--- src/hw/rtl/assert_macros.svh ---
// shared assertion macros, compiled out when NO_ASSERTIONS is set
`ifndef ASSERT_MACROS_SVH
`define ASSERT_MACROS_SVH

`ifndef NO_ASSERTIONS

// plain property, checked on every clock edge outside reset
`define ASSERT_PROP(lbl, clk, rstn, prop, msg) \
  lbl: assert property (@(posedge clk) disable iff (!(rstn)) (prop)) else $error(msg);

// same-cycle implication
`define ASSERT_IMPL(lbl, clk, rstn, ante, cons, msg) \
  lbl: assert property (@(posedge clk) disable iff (!(rstn)) (ante) |-> (cons)) \
    else $error(msg);

// next-cycle implication
`define ASSERT_NEXT(lbl, clk, rstn, ante, cons, msg) \
  lbl: assert property (@(posedge clk) disable iff (!(rstn)) (ante) |=> (cons)) \
    else $error(msg);

`else

`define ASSERT_PROP(lbl, clk, rstn, prop, msg)
`define ASSERT_IMPL(lbl, clk, rstn, ante, cons, msg)
`define ASSERT_NEXT(lbl, clk, rstn, ante, cons, msg)

`endif

`endif

--- src/hw/rtl/ttr_pkg.sv ---
package ttr_pkg;

  localparam int unsigned MaxChannelsDef = 32;
  localparam int unsigned ToneChannels   = 8;
  localparam int unsigned IdxW           = 6;

  localparam logic [7:0] NoteOff     = 8'd97;
  localparam logic [7:0] NoteLast    = 8'd96;
  localparam logic [7:0] InstTone    = 8'd1;
  localparam logic [7:0] InstDrum    = 8'd2;
  localparam logic [7:0] EffExtended = 8'h0e;
  localparam logic [3:0] SubFineTune = 4'h5;
  localparam logic [7:0] ToneMax     = 8'd239;
  localparam logic [4:0] RawCellTag  = 5'h1e;

  // presence tag bit positions
  localparam int unsigned FieldNote  = 0;
  localparam int unsigned FieldInst  = 1;
  localparam int unsigned FieldVol   = 2;
  localparam int unsigned FieldEff   = 3;
  localparam int unsigned FieldParam = 4;

  // configuration register addresses (word index)
  localparam logic RegChannelCount = 1'b0;

  typedef enum logic [1:0] {
    PH_START = 2'b01,
    PH_CELL  = 2'b10
  } phase_e;

  // period table, 3.5 MHz clock based, truncated, 240 and up stored as 0
  function automatic logic [7:0] period_rom(input logic [6:0] n);
    logic [7:0] p;
    case (n)
      7'd9:  p = 8'd231; 7'd10: p = 8'd218; 7'd11: p = 8'd206;
      7'd12: p = 8'd194; 7'd13: p = 8'd183; 7'd14: p = 8'd173; 7'd15: p = 8'd163;
      7'd16: p = 8'd154; 7'd17: p = 8'd145; 7'd18: p = 8'd137; 7'd19: p = 8'd129;
      7'd20: p = 8'd122; 7'd21: p = 8'd115; 7'd22: p = 8'd109; 7'd23: p = 8'd103;
      7'd24: p = 8'd97;  7'd25: p = 8'd91;  7'd26: p = 8'd86;  7'd27: p = 8'd81;
      7'd28: p = 8'd77;  7'd29: p = 8'd72;  7'd30: p = 8'd68;  7'd31: p = 8'd64;
      7'd32: p = 8'd61;  7'd33: p = 8'd57;  7'd34: p = 8'd54;  7'd35: p = 8'd51;
      7'd36: p = 8'd48;  7'd37: p = 8'd45;  7'd38: p = 8'd43;  7'd39: p = 8'd40;
      7'd40: p = 8'd38;  7'd41: p = 8'd36;  7'd42: p = 8'd34;  7'd43: p = 8'd32;
      7'd44: p = 8'd30;  7'd45: p = 8'd28;  7'd46: p = 8'd27;  7'd47: p = 8'd25;
      7'd48: p = 8'd24;  7'd49: p = 8'd22;  7'd50: p = 8'd21;  7'd51: p = 8'd20;
      7'd52: p = 8'd19;  7'd53: p = 8'd18;  7'd54: p = 8'd17;  7'd55: p = 8'd16;
      7'd56: p = 8'd15;  7'd57: p = 8'd14;  7'd58: p = 8'd13;  7'd59: p = 8'd12;
      7'd60: p = 8'd12;  7'd61: p = 8'd11;  7'd62: p = 8'd10;  7'd63: p = 8'd10;
      7'd64: p = 8'd9;   7'd65: p = 8'd9;   7'd66: p = 8'd8;   7'd67: p = 8'd8;
      7'd68: p = 8'd7;   7'd69: p = 8'd7;   7'd70: p = 8'd6;   7'd71: p = 8'd6;
      7'd72: p = 8'd6;   7'd73: p = 8'd5;   7'd74: p = 8'd5;   7'd75: p = 8'd5;
      7'd76: p = 8'd4;   7'd77: p = 8'd4;   7'd78: p = 8'd4;   7'd79: p = 8'd4;
      7'd80: p = 8'd3;   7'd81: p = 8'd3;   7'd82: p = 8'd3;   7'd83: p = 8'd3;
      7'd84: p = 8'd3;   7'd85: p = 8'd2;   7'd86: p = 8'd2;   7'd87: p = 8'd2;
      7'd88: p = 8'd2;   7'd89: p = 8'd2;   7'd90: p = 8'd2;   7'd91: p = 8'd2;
      7'd92: p = 8'd1;   7'd93: p = 8'd1;   7'd94: p = 8'd1;   7'd95: p = 8'd1;
      default: p = 8'd0;
    endcase
    return p;
  endfunction

  // drum kit mapping, 0 when the note is not a drum
  function automatic logic [7:0] drum_for(input logic [7:0] note);
    logic [7:0] d;
    case (note)
      8'd49:   d = 8'd240;
      8'd51:   d = 8'd241;
      8'd53:   d = 8'd242;
      8'd54:   d = 8'd243;
      8'd56:   d = 8'd244;
      8'd58:   d = 8'd245;
      8'd60:   d = 8'd246;
      8'd61:   d = 8'd247;
      default: d = 8'd0;
    endcase
    return d;
  endfunction

endpackage

--- src/hw/rtl/ttr_byte_if.sv ---
interface ttr_byte_if;
  logic       valid;
  logic       ready;
  logic [7:0] data_byte;
  logic       pattern_start;

  modport source (output valid, output data_byte, output pattern_start, input ready);
  modport sink   (input valid, input data_byte, input pattern_start, output ready);
endinterface

--- src/hw/rtl/ttr_row_if.sv ---
interface ttr_row_if;
  logic       valid;
  logic       ready;
  logic [7:0] drum_code;
  logic [7:0] tone_a;
  logic [7:0] tone_b;
  logic [7:0] tone_c;
  logic [7:0] tone_d;
  logic [7:0] tone_e;
  logic [7:0] tone_f;
  logic [7:0] tone_g;
  logic [7:0] tone_h;
  logic       clamped;

  modport source (
    output valid, output drum_code, output tone_a, output tone_b, output tone_c,
    output tone_d, output tone_e, output tone_f, output tone_g, output tone_h,
    output clamped, input ready
  );
  modport sink (
    input valid, input drum_code, input tone_a, input tone_b, input tone_c,
    input tone_d, input tone_e, input tone_f, input tone_g, input tone_h,
    input clamped, output ready
  );
endinterface

--- src/hw/rtl/tracker_pattern_to_tone_rows.sv ---
// packed tracker pattern parser producing tone rows
//
// byte_i carries one packed pattern byte per transaction, with pattern_start
// marking the first byte of a pattern. row_o carries one row per completed
// pattern row: the drum code, the eight held tone periods and a clamp flag.
// the apb port holds channel_count (channels per row) at byte address 0.
//
// each byte is parsed, and any completed cell applied, in the cycle it is
// accepted; a row appears on row_o in the cycle after the transaction holding
// the last byte of that row. one byte is accepted every cycle, with the
// single-entry output register the only thing that can stall the input.
// byte_i.ready stays high while the output register is empty or being
// drained, so a stalled receiver holds back the input only while a row
// is already waiting.
//
// reset clears the parser, the held tones, the row state and the output valid
// flag (not the output payload), and sets channel_count to 8. no memory sweep is needed.
module tracker_pattern_to_tone_rows
  import ttr_pkg::*;
#(
  parameter int unsigned MAX_CHANNELS = MaxChannelsDef
) (
  input  logic        clk_i,
  input  logic        rst_ni,
  ttr_byte_if.sink    byte_i,
  ttr_row_if.source   row_o,
  input  logic        psel,
  input  logic        penable,
  input  logic        pwrite,
  input  logic [2:0]  paddr,
  input  logic [31:0] pwdata,
  output logic [31:0] prdata,
  output logic        pready
);

  // ---------------------------------------------------------------------------
  // configuration
  // ---------------------------------------------------------------------------
  logic [IdxW-1:0] chan_count_q;
  logic            cfg_wr;

  assign pready = 1'b1;
  assign cfg_wr = psel && penable && pwrite && (paddr[2] == RegChannelCount);

  always_ff @(posedge clk_i or negedge rst_ni) begin
    if (!rst_ni) begin
      chan_count_q <= IdxW'(8);
    end else if (cfg_wr) begin
      chan_count_q <= pwdata[IdxW-1:0];
    end
  end

  always_comb begin
    prdata = '0;
    if (paddr[2] == RegChannelCount) begin
      prdata[IdxW-1:0] = chan_count_q;
    end
  end

  // effective count is clipped to the build-time channel limit
  logic [IdxW:0] eff_count;
  assign eff_count = ({1'b0, chan_count_q} > (IdxW+1)'(MAX_CHANNELS)) ?
                     (IdxW+1)'(MAX_CHANNELS) : {1'b0, chan_count_q};

  // ---------------------------------------------------------------------------
  // parser and row state
  // ---------------------------------------------------------------------------
  phase_e           phase_q, phase_d;
  logic [4:0]       tag_q, tag_d;
  logic [7:0]       note_q, note_d;
  logic [7:0]       inst_q, inst_d;
  logic [7:0]       eff_q, eff_d;
  logic [7:0]       par_q, par_d;
  logic [IdxW-1:0]  idx_q, idx_d;
  logic [7:0]       held_q [ToneChannels];
  logic [7:0]       held_d [ToneChannels];
  logic [7:0]       drum_q, drum_d;
  logic             clamp_q, clamp_d;

  logic             in_fire;
  logic             cell_done;
  logic             row_done;

  // values seen by the cell logic after a pattern start wipes the state
  phase_e           phase_c;
  logic [IdxW-1:0]  idx_c;
  logic [7:0]       held_c [ToneChannels];
  logic [7:0]       drum_c;
  logic             clamp_c;

  // tone computation for the channel being completed
  logic [7:0]       tone_cur;
  logic [7:0]       tone_new;
  logic [7:0]       rom_val;
  logic signed [9:0] tuned;
  logic             tone_clamp;
  logic [7:0]       drum_hit;
  logic [IdxW:0]    idx_inc;
  logic [2:0]       field_sel;

  assign in_fire = byte_i.valid && byte_i.ready;

  always_comb begin
    if (byte_i.pattern_start) begin
      phase_c = PH_START;
      idx_c   = '0;
      drum_c  = '0;
      clamp_c = 1'b0;
      for (int i = 0; i < ToneChannels; i++) held_c[i] = '0;
    end else begin
      phase_c = phase_q;
      idx_c   = idx_q;
      drum_c  = drum_q;
      clamp_c = clamp_q;
      for (int i = 0; i < ToneChannels; i++) held_c[i] = held_q[i];
    end
  end

  // byte parsing: cell fields and presence tag after this byte
  always_comb begin
    tag_d     = tag_q;
    note_d    = note_q;
    inst_d    = inst_q;
    eff_d     = eff_q;
    par_d     = par_q;
    phase_d   = phase_q;
    cell_done = 1'b0;
    field_sel = 3'(FieldParam);

    unique case (phase_c)
      PH_START: begin
        note_d = '0;
        inst_d = '0;
        eff_d  = '0;
        par_d  = '0;
        if (byte_i.data_byte[7]) begin
          tag_d = byte_i.data_byte[4:0];
        end else begin
          note_d = byte_i.data_byte;
          tag_d  = RawCellTag;
        end
        // an empty tag is a complete cell on its own
        if (tag_d == '0) begin
          cell_done = 1'b1;
          phase_d   = PH_START;
        end else begin
          phase_d   = PH_CELL;
        end
      end
      PH_CELL: begin
        // lowest pending field takes this byte
        if (tag_q[FieldNote])      field_sel = 3'(FieldNote);
        else if (tag_q[FieldInst]) field_sel = 3'(FieldInst);
        else if (tag_q[FieldVol])  field_sel = 3'(FieldVol);
        else if (tag_q[FieldEff])  field_sel = 3'(FieldEff);
        else                       field_sel = 3'(FieldParam);

        case (field_sel)
          3'(FieldNote):  note_d = byte_i.data_byte;
          3'(FieldInst):  inst_d = byte_i.data_byte;
          3'(FieldEff):   eff_d  = byte_i.data_byte;
          3'(FieldParam): par_d  = byte_i.data_byte;
          default: ;  // volume is consumed and dropped
        endcase
        tag_d = tag_q & ~(5'b00001 << field_sel);
        if (tag_d == '0) begin
          cell_done = 1'b1;
          phase_d   = PH_START;
        end
      end
      default: begin
        phase_d = PH_START;
      end
    endcase
  end

  // cell effect on the held tone of the current channel
  assign tone_cur = held_c[idx_c[2:0]];
  assign rom_val  = period_rom(7'(note_d - 8'd1));
  assign tuned    = $signed({2'b00, rom_val}) + $signed({6'b0, par_d[3:0]}) - 10'sd8;

  always_comb begin
    tone_new   = tone_cur;
    tone_clamp = 1'b0;
    if (note_d != '0 && note_d <= NoteLast && inst_d == InstTone) begin
      tone_new = rom_val;
      if (eff_d == EffExtended && par_d[7:4] == SubFineTune) begin
        if (tuned < 10'sd0) begin
          tone_new   = '0;
          tone_clamp = 1'b1;
        end else if (tuned > $signed({2'b00, ToneMax})) begin
          tone_new   = ToneMax;
          tone_clamp = 1'b1;
        end else begin
          tone_new   = tuned[7:0];
        end
      end
    end
    if (note_d == NoteOff) begin
      tone_new = '0;
    end
  end

  assign drum_hit = (inst_d == InstDrum) ? drum_for(note_d) : 8'd0;
  assign idx_inc  = {1'b0, idx_c} + (IdxW+1)'(1);
  assign row_done = cell_done && ({1'b0, idx_inc[IdxW-1:0]} >= eff_count);

  // row state after this byte, before the end-of-row clear
  logic [7:0] drum_row;
  logic       clamp_row;
  logic       tone_chan;

  assign tone_chan = (idx_c < IdxW'(ToneChannels));

  always_comb begin
    drum_row  = drum_c;
    clamp_row = clamp_c;
    for (int i = 0; i < ToneChannels; i++) held_d[i] = held_c[i];
    idx_d = idx_c;
    if (cell_done) begin
      if (tone_chan) begin
        held_d[idx_c[2:0]] = tone_new;
        clamp_row          = clamp_c | tone_clamp;
      end
      if (drum_hit != '0) begin
        drum_row = drum_hit;
      end
      idx_d = idx_inc[IdxW-1:0];
    end
    drum_d  = drum_row;
    clamp_d = clamp_row;
    if (row_done) begin
      idx_d   = '0;
      drum_d  = '0;
      clamp_d = 1'b0;
    end
  end

  always_ff @(posedge clk_i or negedge rst_ni) begin
    if (!rst_ni) begin
      phase_q <= PH_START;
      tag_q   <= '0;
      note_q  <= '0;
      inst_q  <= '0;
      eff_q   <= '0;
      par_q   <= '0;
      idx_q   <= '0;
      drum_q  <= '0;
      clamp_q <= 1'b0;
      for (int i = 0; i < ToneChannels; i++) held_q[i] <= '0;
    end else if (in_fire) begin
      phase_q <= phase_d;
      tag_q   <= tag_d;
      note_q  <= note_d;
      inst_q  <= inst_d;
      eff_q   <= eff_d;
      par_q   <= par_d;
      idx_q   <= idx_d;
      drum_q  <= drum_d;
      clamp_q <= clamp_d;
      for (int i = 0; i < ToneChannels; i++) held_q[i] <= held_d[i];
    end
  end

  // ---------------------------------------------------------------------------
  // output register
  // ---------------------------------------------------------------------------
  logic       out_valid_q;
  logic [7:0] out_drum_q;
  logic [7:0] out_tone_q [ToneChannels];
  logic       out_clamp_q;

  assign byte_i.ready = !out_valid_q || row_o.ready;

  always_ff @(posedge clk_i or negedge rst_ni) begin
    if (!rst_ni) begin
      out_valid_q <= 1'b0;
    end else if (in_fire && row_done) begin
      out_valid_q <= 1'b1;
    end else if (row_o.ready) begin
      out_valid_q <= 1'b0;
    end
  end

  // payload: the row as it stands including the closing cell
  always_ff @(posedge clk_i) begin
    if (in_fire && row_done) begin
      out_drum_q  <= drum_row;
      out_clamp_q <= clamp_row;
      for (int i = 0; i < ToneChannels; i++) out_tone_q[i] <= held_d[i];
    end
  end

  assign row_o.valid     = out_valid_q;
  assign row_o.drum_code = out_drum_q;
  assign row_o.tone_a    = out_tone_q[0];
  assign row_o.tone_b    = out_tone_q[1];
  assign row_o.tone_c    = out_tone_q[2];
  assign row_o.tone_d    = out_tone_q[3];
  assign row_o.tone_e    = out_tone_q[4];
  assign row_o.tone_f    = out_tone_q[5];
  assign row_o.tone_g    = out_tone_q[6];
  assign row_o.tone_h    = out_tone_q[7];
  assign row_o.clamped   = out_clamp_q;

  // ---------------------------------------------------------------------------
  // assertions
  // ---------------------------------------------------------------------------
`include "assert_macros.svh"

  // a pending cell always has fields left to take, an idle parser none
  `ASSERT_PROP(a_phase_tag, clk_i, rst_ni,
               (phase_q == PH_CELL) == (tag_q != '0),
               "parser phase and presence tag disagree")

  // closing a row restarts the channel count and the row state
  `ASSERT_NEXT(a_row_restart, clk_i, rst_ni, in_fire && row_done,
               idx_q == '0 && drum_q == '0 && !clamp_q,
               "row state not cleared after a row")

  // a delivered drum code is either none or a kit code
  `ASSERT_IMPL(a_drum_code, clk_i, rst_ni, out_valid_q,
               out_drum_q == 8'd0 || (out_drum_q >= 8'd240 && out_drum_q <= 8'd247),
               "drum code out of range")

endmodule
--- src/flat_wrapper.sv ---
// flat-port wrapper written by rule: the top's interface ports become plain ports
module tracker_pattern_to_tone_rows_flat import ttr_pkg::*;
#(
  parameter int unsigned MAX_CHANNELS = MaxChannelsDef
)
  (clk_i, rst_ni, psel, penable, pwrite, paddr, pwdata, prdata, pready, byte_i_valid, byte_i_data_byte, byte_i_pattern_start, byte_i_ready, row_o_valid, row_o_drum_code, row_o_tone_a, row_o_tone_b, row_o_tone_c, row_o_tone_d, row_o_tone_e, row_o_tone_f, row_o_tone_g, row_o_tone_h, row_o_clamped, row_o_ready);
  ttr_byte_if byte_i_i ();
  ttr_row_if row_o_i ();
  input  logic clk_i;
  input  logic rst_ni;
  input  logic psel;
  input  logic penable;
  input  logic pwrite;
  input  logic [2:0] paddr;
  input  logic [31:0] pwdata;
  output logic [31:0] prdata;
  output logic pready;
  input wire logic [$bits(byte_i_i.valid)-1:0] byte_i_valid;
  input wire logic [$bits(byte_i_i.data_byte)-1:0] byte_i_data_byte;
  input wire logic [$bits(byte_i_i.pattern_start)-1:0] byte_i_pattern_start;
  output wire logic [$bits(byte_i_i.ready)-1:0] byte_i_ready;
  output wire logic [$bits(row_o_i.valid)-1:0] row_o_valid;
  output wire logic [$bits(row_o_i.drum_code)-1:0] row_o_drum_code;
  output wire logic [$bits(row_o_i.tone_a)-1:0] row_o_tone_a;
  output wire logic [$bits(row_o_i.tone_b)-1:0] row_o_tone_b;
  output wire logic [$bits(row_o_i.tone_c)-1:0] row_o_tone_c;
  output wire logic [$bits(row_o_i.tone_d)-1:0] row_o_tone_d;
  output wire logic [$bits(row_o_i.tone_e)-1:0] row_o_tone_e;
  output wire logic [$bits(row_o_i.tone_f)-1:0] row_o_tone_f;
  output wire logic [$bits(row_o_i.tone_g)-1:0] row_o_tone_g;
  output wire logic [$bits(row_o_i.tone_h)-1:0] row_o_tone_h;
  output wire logic [$bits(row_o_i.clamped)-1:0] row_o_clamped;
  input wire logic [$bits(row_o_i.ready)-1:0] row_o_ready;
  assign byte_i_i.valid = byte_i_valid;
  assign byte_i_i.data_byte = byte_i_data_byte;
  assign byte_i_i.pattern_start = byte_i_pattern_start;
  assign byte_i_ready = byte_i_i.ready;
  assign row_o_valid = row_o_i.valid;
  assign row_o_drum_code = row_o_i.drum_code;
  assign row_o_tone_a = row_o_i.tone_a;
  assign row_o_tone_b = row_o_i.tone_b;
  assign row_o_tone_c = row_o_i.tone_c;
  assign row_o_tone_d = row_o_i.tone_d;
  assign row_o_tone_e = row_o_i.tone_e;
  assign row_o_tone_f = row_o_i.tone_f;
  assign row_o_tone_g = row_o_i.tone_g;
  assign row_o_tone_h = row_o_i.tone_h;
  assign row_o_clamped = row_o_i.clamped;
  assign row_o_i.ready = row_o_ready;
  tracker_pattern_to_tone_rows #(.MAX_CHANNELS(MAX_CHANNELS)) u_core (.clk_i(clk_i), .rst_ni(rst_ni), .byte_i(byte_i_i), .row_o(row_o_i), .psel(psel), .penable(penable), .pwrite(pwrite), .paddr(paddr), .pwdata(pwdata), .prdata(prdata), .pready(pready));
endmodule
--- config.mk ---
export PLATFORM = sky130hd
export DESIGN_NAME = tracker_pattern_to_tone_rows_flat
export DESIGN_NICKNAME = d
export VERILOG_FILES = /design/src/hw/rtl/ttr_pkg.sv /design/src/hw/rtl/ttr_byte_if.sv /design/src/hw/rtl/ttr_row_if.sv /design/src/hw/rtl/tracker_pattern_to_tone_rows.sv /design/src/flat_wrapper.sv
export VERILOG_INCLUDE_DIRS = /design/src /design/src/hw/rtl
export SDC_FILE = /design/constraint.sdc
export NUM_CORES = 1
export LEC_CHECK = 0
export BUFFER_PORTS_ARGS = -buffer_cell sky130_fd_sc_hd__buf_2
export CAP_MARGIN = 15
export CORE_ASPECT_RATIO = 0.8
export CORE_MARGIN = 2
export CORE_UTILIZATION = 45
export CTS_CLUSTER_DIAMETER = 200
export CTS_CLUSTER_SIZE = 10
export DETAILED_ROUTE_END_ITERATION = 10
export PLACE_DENSITY = 0.64
export SLEW_MARGIN = 20
export SYNTH_ARGS = -nofsm -noshare
export SYNTH_HDL_FRONTEND = slang
export SYNTH_SLANG_ARGS = --single-unit
--- constraint.sdc ---
create_clock -name clk_i -period 9.17 [get_ports clk_i]
set_input_delay 0.4585 -clock clk_i [delete_from_list [all_inputs] [get_ports clk_i]]
set_output_delay 0.4585 -clock clk_i [all_outputs]
set_load 0.005 [all_outputs]
==> metrics.cfg <==
[critical_path]
critPathSlowestCell=o21ai_2
cpPeakStageDelay_ps=900
path_delay_family=compound AO/OA/AOI/OAI gates
end_kind=flop
worst_ep_arrival_time_ps=8560
ff2ff_path_depth=28
r2r-end=u_core.out_tone_q[0][8]
critPathMaxFanout=16
start_kind=flop
path_class=flop to flop
cpMostUsedCell=ha_1
crit_buf_inv=2
rr_startpoint=u_core.phase_q[0]
rrSetupSlack_ps=740
cp.required_ps=9300

[floorplan]
core_um2=25300
ios=159
rows=52
fp.dieW_um=183
start_util_pct=45.8
die_area_um2=27100
die_h_um=148

[yosys]
synth_common_cells=nand2_1, o21ai_0, dfrtp_1
yosys.area.top_type=dfrtp_1
synth_edf_count=73
synth_top_area_share_pct=26.5
syn_inst=1252
synth.most_common_cell=nand2_1
synthDistinctLibCells=85
yosys_warnings=0
ys_seq_elements=198
ys_seq_area_share_pct=45.9
ys.flop_type=dfrtp_1
synth-async-reset-ratio_pct=63.1
avgSynthCellArea_um2=9.26
synthTopCellsByArea=dfrtp_1, edfxtp_1, nand2_1, o21ai_0, o21ai_1
syn_area_um2=11600

[routing]
drcViolationCount=0
routed_wl_mm=32.2
post_drt_wl_per_cell_um=19.5
vias=10000
ant_nets=0
first_pass_iters=5
vias_per_cell=6.04
drt_iter0_markers=1128

[power]
internal-power_w=0.00201
seq_power_share_pct=28.0
power.switching_w=0.00168
clkPwrFrac_pct=21.8
power_density_nw_per_um2=286
p_sw_share_pct=45.6
comb_power_share_pct=50.2
vdd_drop_max_mv=0.142
leakagePower_nw=5.22

[cts]
clk_latency_ps=440
htreeDepth=4
clk_pin_slew_ps=80
cts_sinks=198
cts_tree=yes
cts_buffer_depth=2
cts_resized=0
cts_setup_buffers=0
cts_buffers=17
cts_root_buffer=clkbuf_16
ctsHoldBuffers=0

[timing]
finalSetupViolations=0
max_freq_mhz=119
rsz0062_at_grt=no
finalWorstPathRequiredPeriod_ps=8430
fin_setup_tns_ps=0
hold_viol=0
tightest_slew_ps=1070
relSlewSlack_pct=28.9
whs_ps=82.4
slew_violations=0
skew_ps=18.4
fin_crit_sh_pct=91.9

[global_routing]
grt_usage_pct=23.9
grt_pass1_vias=9114
grt_max_degree=72
grt_pass1_wl_mm=50.7
gr-total-overflow=0
antenna_found_initial=0

[finish]
area_delta_synth_final_pct=11.3
drive_gt1_share_pct=15.2
antennaDiodeCount=0
seq_area_um2=5320
fillerInstances=2317
nets=1391
final_area_um2=12900
multi_input_area_um2=5730

[placed_design]
dp_hpwl_mm=22.4
gp_congestion=0.937
place_area_um2=12300
portBuffers=103

[outcome]
status=complete, no violations

[worst_hold_path]
hold_class=input pin to async pin

[job]
maxCapViolations=0

how the worst max path moves through the flow:
stage	from	endpoint	slack, ps	cells after the start
6_report	u_core.phase_q[0]	u_core.out_tone_q[0][8]	740	28
5_1_grt	u_core.phase_q[0]	u_core.out_tone_q[0][16]	130	28
4_1_cts	u_core.phase_q[0]	u_core.out_tone_q[0][8]	910	28
3_5_place_dp	byte_i_pattern_start	u_core.out_tone_q[0][17]	670	31
3_3_place_gp	byte_i_pattern_start	u_core.out_tone_q[0][16]	740	29
2_1_floorplan	byte_i_pattern_start	u_core.out_tone_q[1][28]	710	38
routing by layer:
layer	routed length, um	track usage [%]
met1	15500	37.4
met5	0	0
met4	535	6.76
met3	2310	3.13
met2	13900	34.4
stage by stage:
step                      power, W  std cells  util (%)  setup slack, ps
after floorplan            0.00241       1277         -              715
after global placement     0.00284       1624      48.4              744
after detailed placement   0.00285       1624      48.4              665
after CTS                  0.00366       1656      51.0              907
after global routing       0.00394       1656      51.0              132
final                      0.00369       1656      51.0              743
cell type report:
cell class	instances	share of cell area [%]
repair buffers	125	5.29
inverters	31	0.902
flip-flops and latches	198	41.2
clock buffers	17	3.30
multi-input cells	946	44.4
well taps	324	3.14
clock inverters	15	1.71
power by group through the flow:
stage | Clock (W) | Combinational [W] | Sequential, W
after floorplan | 0 | 0.00138 | 0.00102
after global placement | 0 | 0.00180 | 0.00105
after detailed placement | 0 | 0.00180 | 0.00105
after CTS | 0.000820 | 0.00181 | 0.00103
after global routing | 0.000855 | 0.00204 | 0.00104
final | 0.000806 | 0.00185 | 0.00103
registers in the layout, summed over array words and instances (netlist names):
| signal | count |
|---|---|
| u_core.tag_q | 5 |
| u_core.clamp_q | 1 |
| u_core.phase_q | 2 |
| u_core.inst_q | 8 |
| u_core.par_q | 8 |
| u_core.row_o.valid | 1 |
| u_core.out_tone_q | 64 |
| u_core.drum_q | 8 |
| u_core.row_o.drum_code | 8 |
| u_core.row_o.clamped | 1 |
| u_core.note_q | 8 |
| u_core.eff_q | 8 |
| u_core.held_q | 64 |
| u_core.chan_count_q | 6 |
| u_core.idx_q | 6 |
kinds of logic (layout without fill, tap and decap cells):
| logic type | Yosys count | in the layout | share of synthesized area (%) |
|---|---|---|---|
| adders and majority gates | 22 | 22 | 2.42 |
| muxes | 40 | 40 | 5.06 |
| DFF | 198 | 198 | 45.9 |
| other | 2 | 27 | 0.0648 |
| buffers and inverters | 133 | 188 | 5.55 |
| AOI/OAI and AO/OA | 405 | 405 | 22.2 |
| and+or+nand+nor | 441 | 441 | 18.0 |
| xor gates and xnor gates | 11 | 11 | 0.831 |
cells in the final DEF, fill, tap and decap left out, drive strengths merged, types with 5 or more instances in the layout:
cell	netlist	final
nand2	185	185
a221oi	5	5
o211ai	14	14
nand2b	12	12
a22oi	5	5
nand3	71	71
and3	7	7
a21oi	29	29
o31a	6	6
a21boi	6	6
o31ai	7	7
a21o	7	7
a32o	8	8
and2	11	11
o21a	8	8
a22o	18	18
nor2	61	61
conb	2	27
o21ai	216	216
a211oi	14	14
a31oi	9	9
dfrtp	123	123
o22ai	15	15
nor3	21	21
nor2b	31	31
nor3b	7	7
mux2i	17	17
ha	20	20
clkbuf	55	17
mux2	9	9
mux4	14	14
xnor2	8	8
buf	47	125
nor4	6	6
clkinv	0	8
edfxtp	73	73
or3	10	10
inv	31	37
Note: power is estimated with default switching activity, not from simulation.
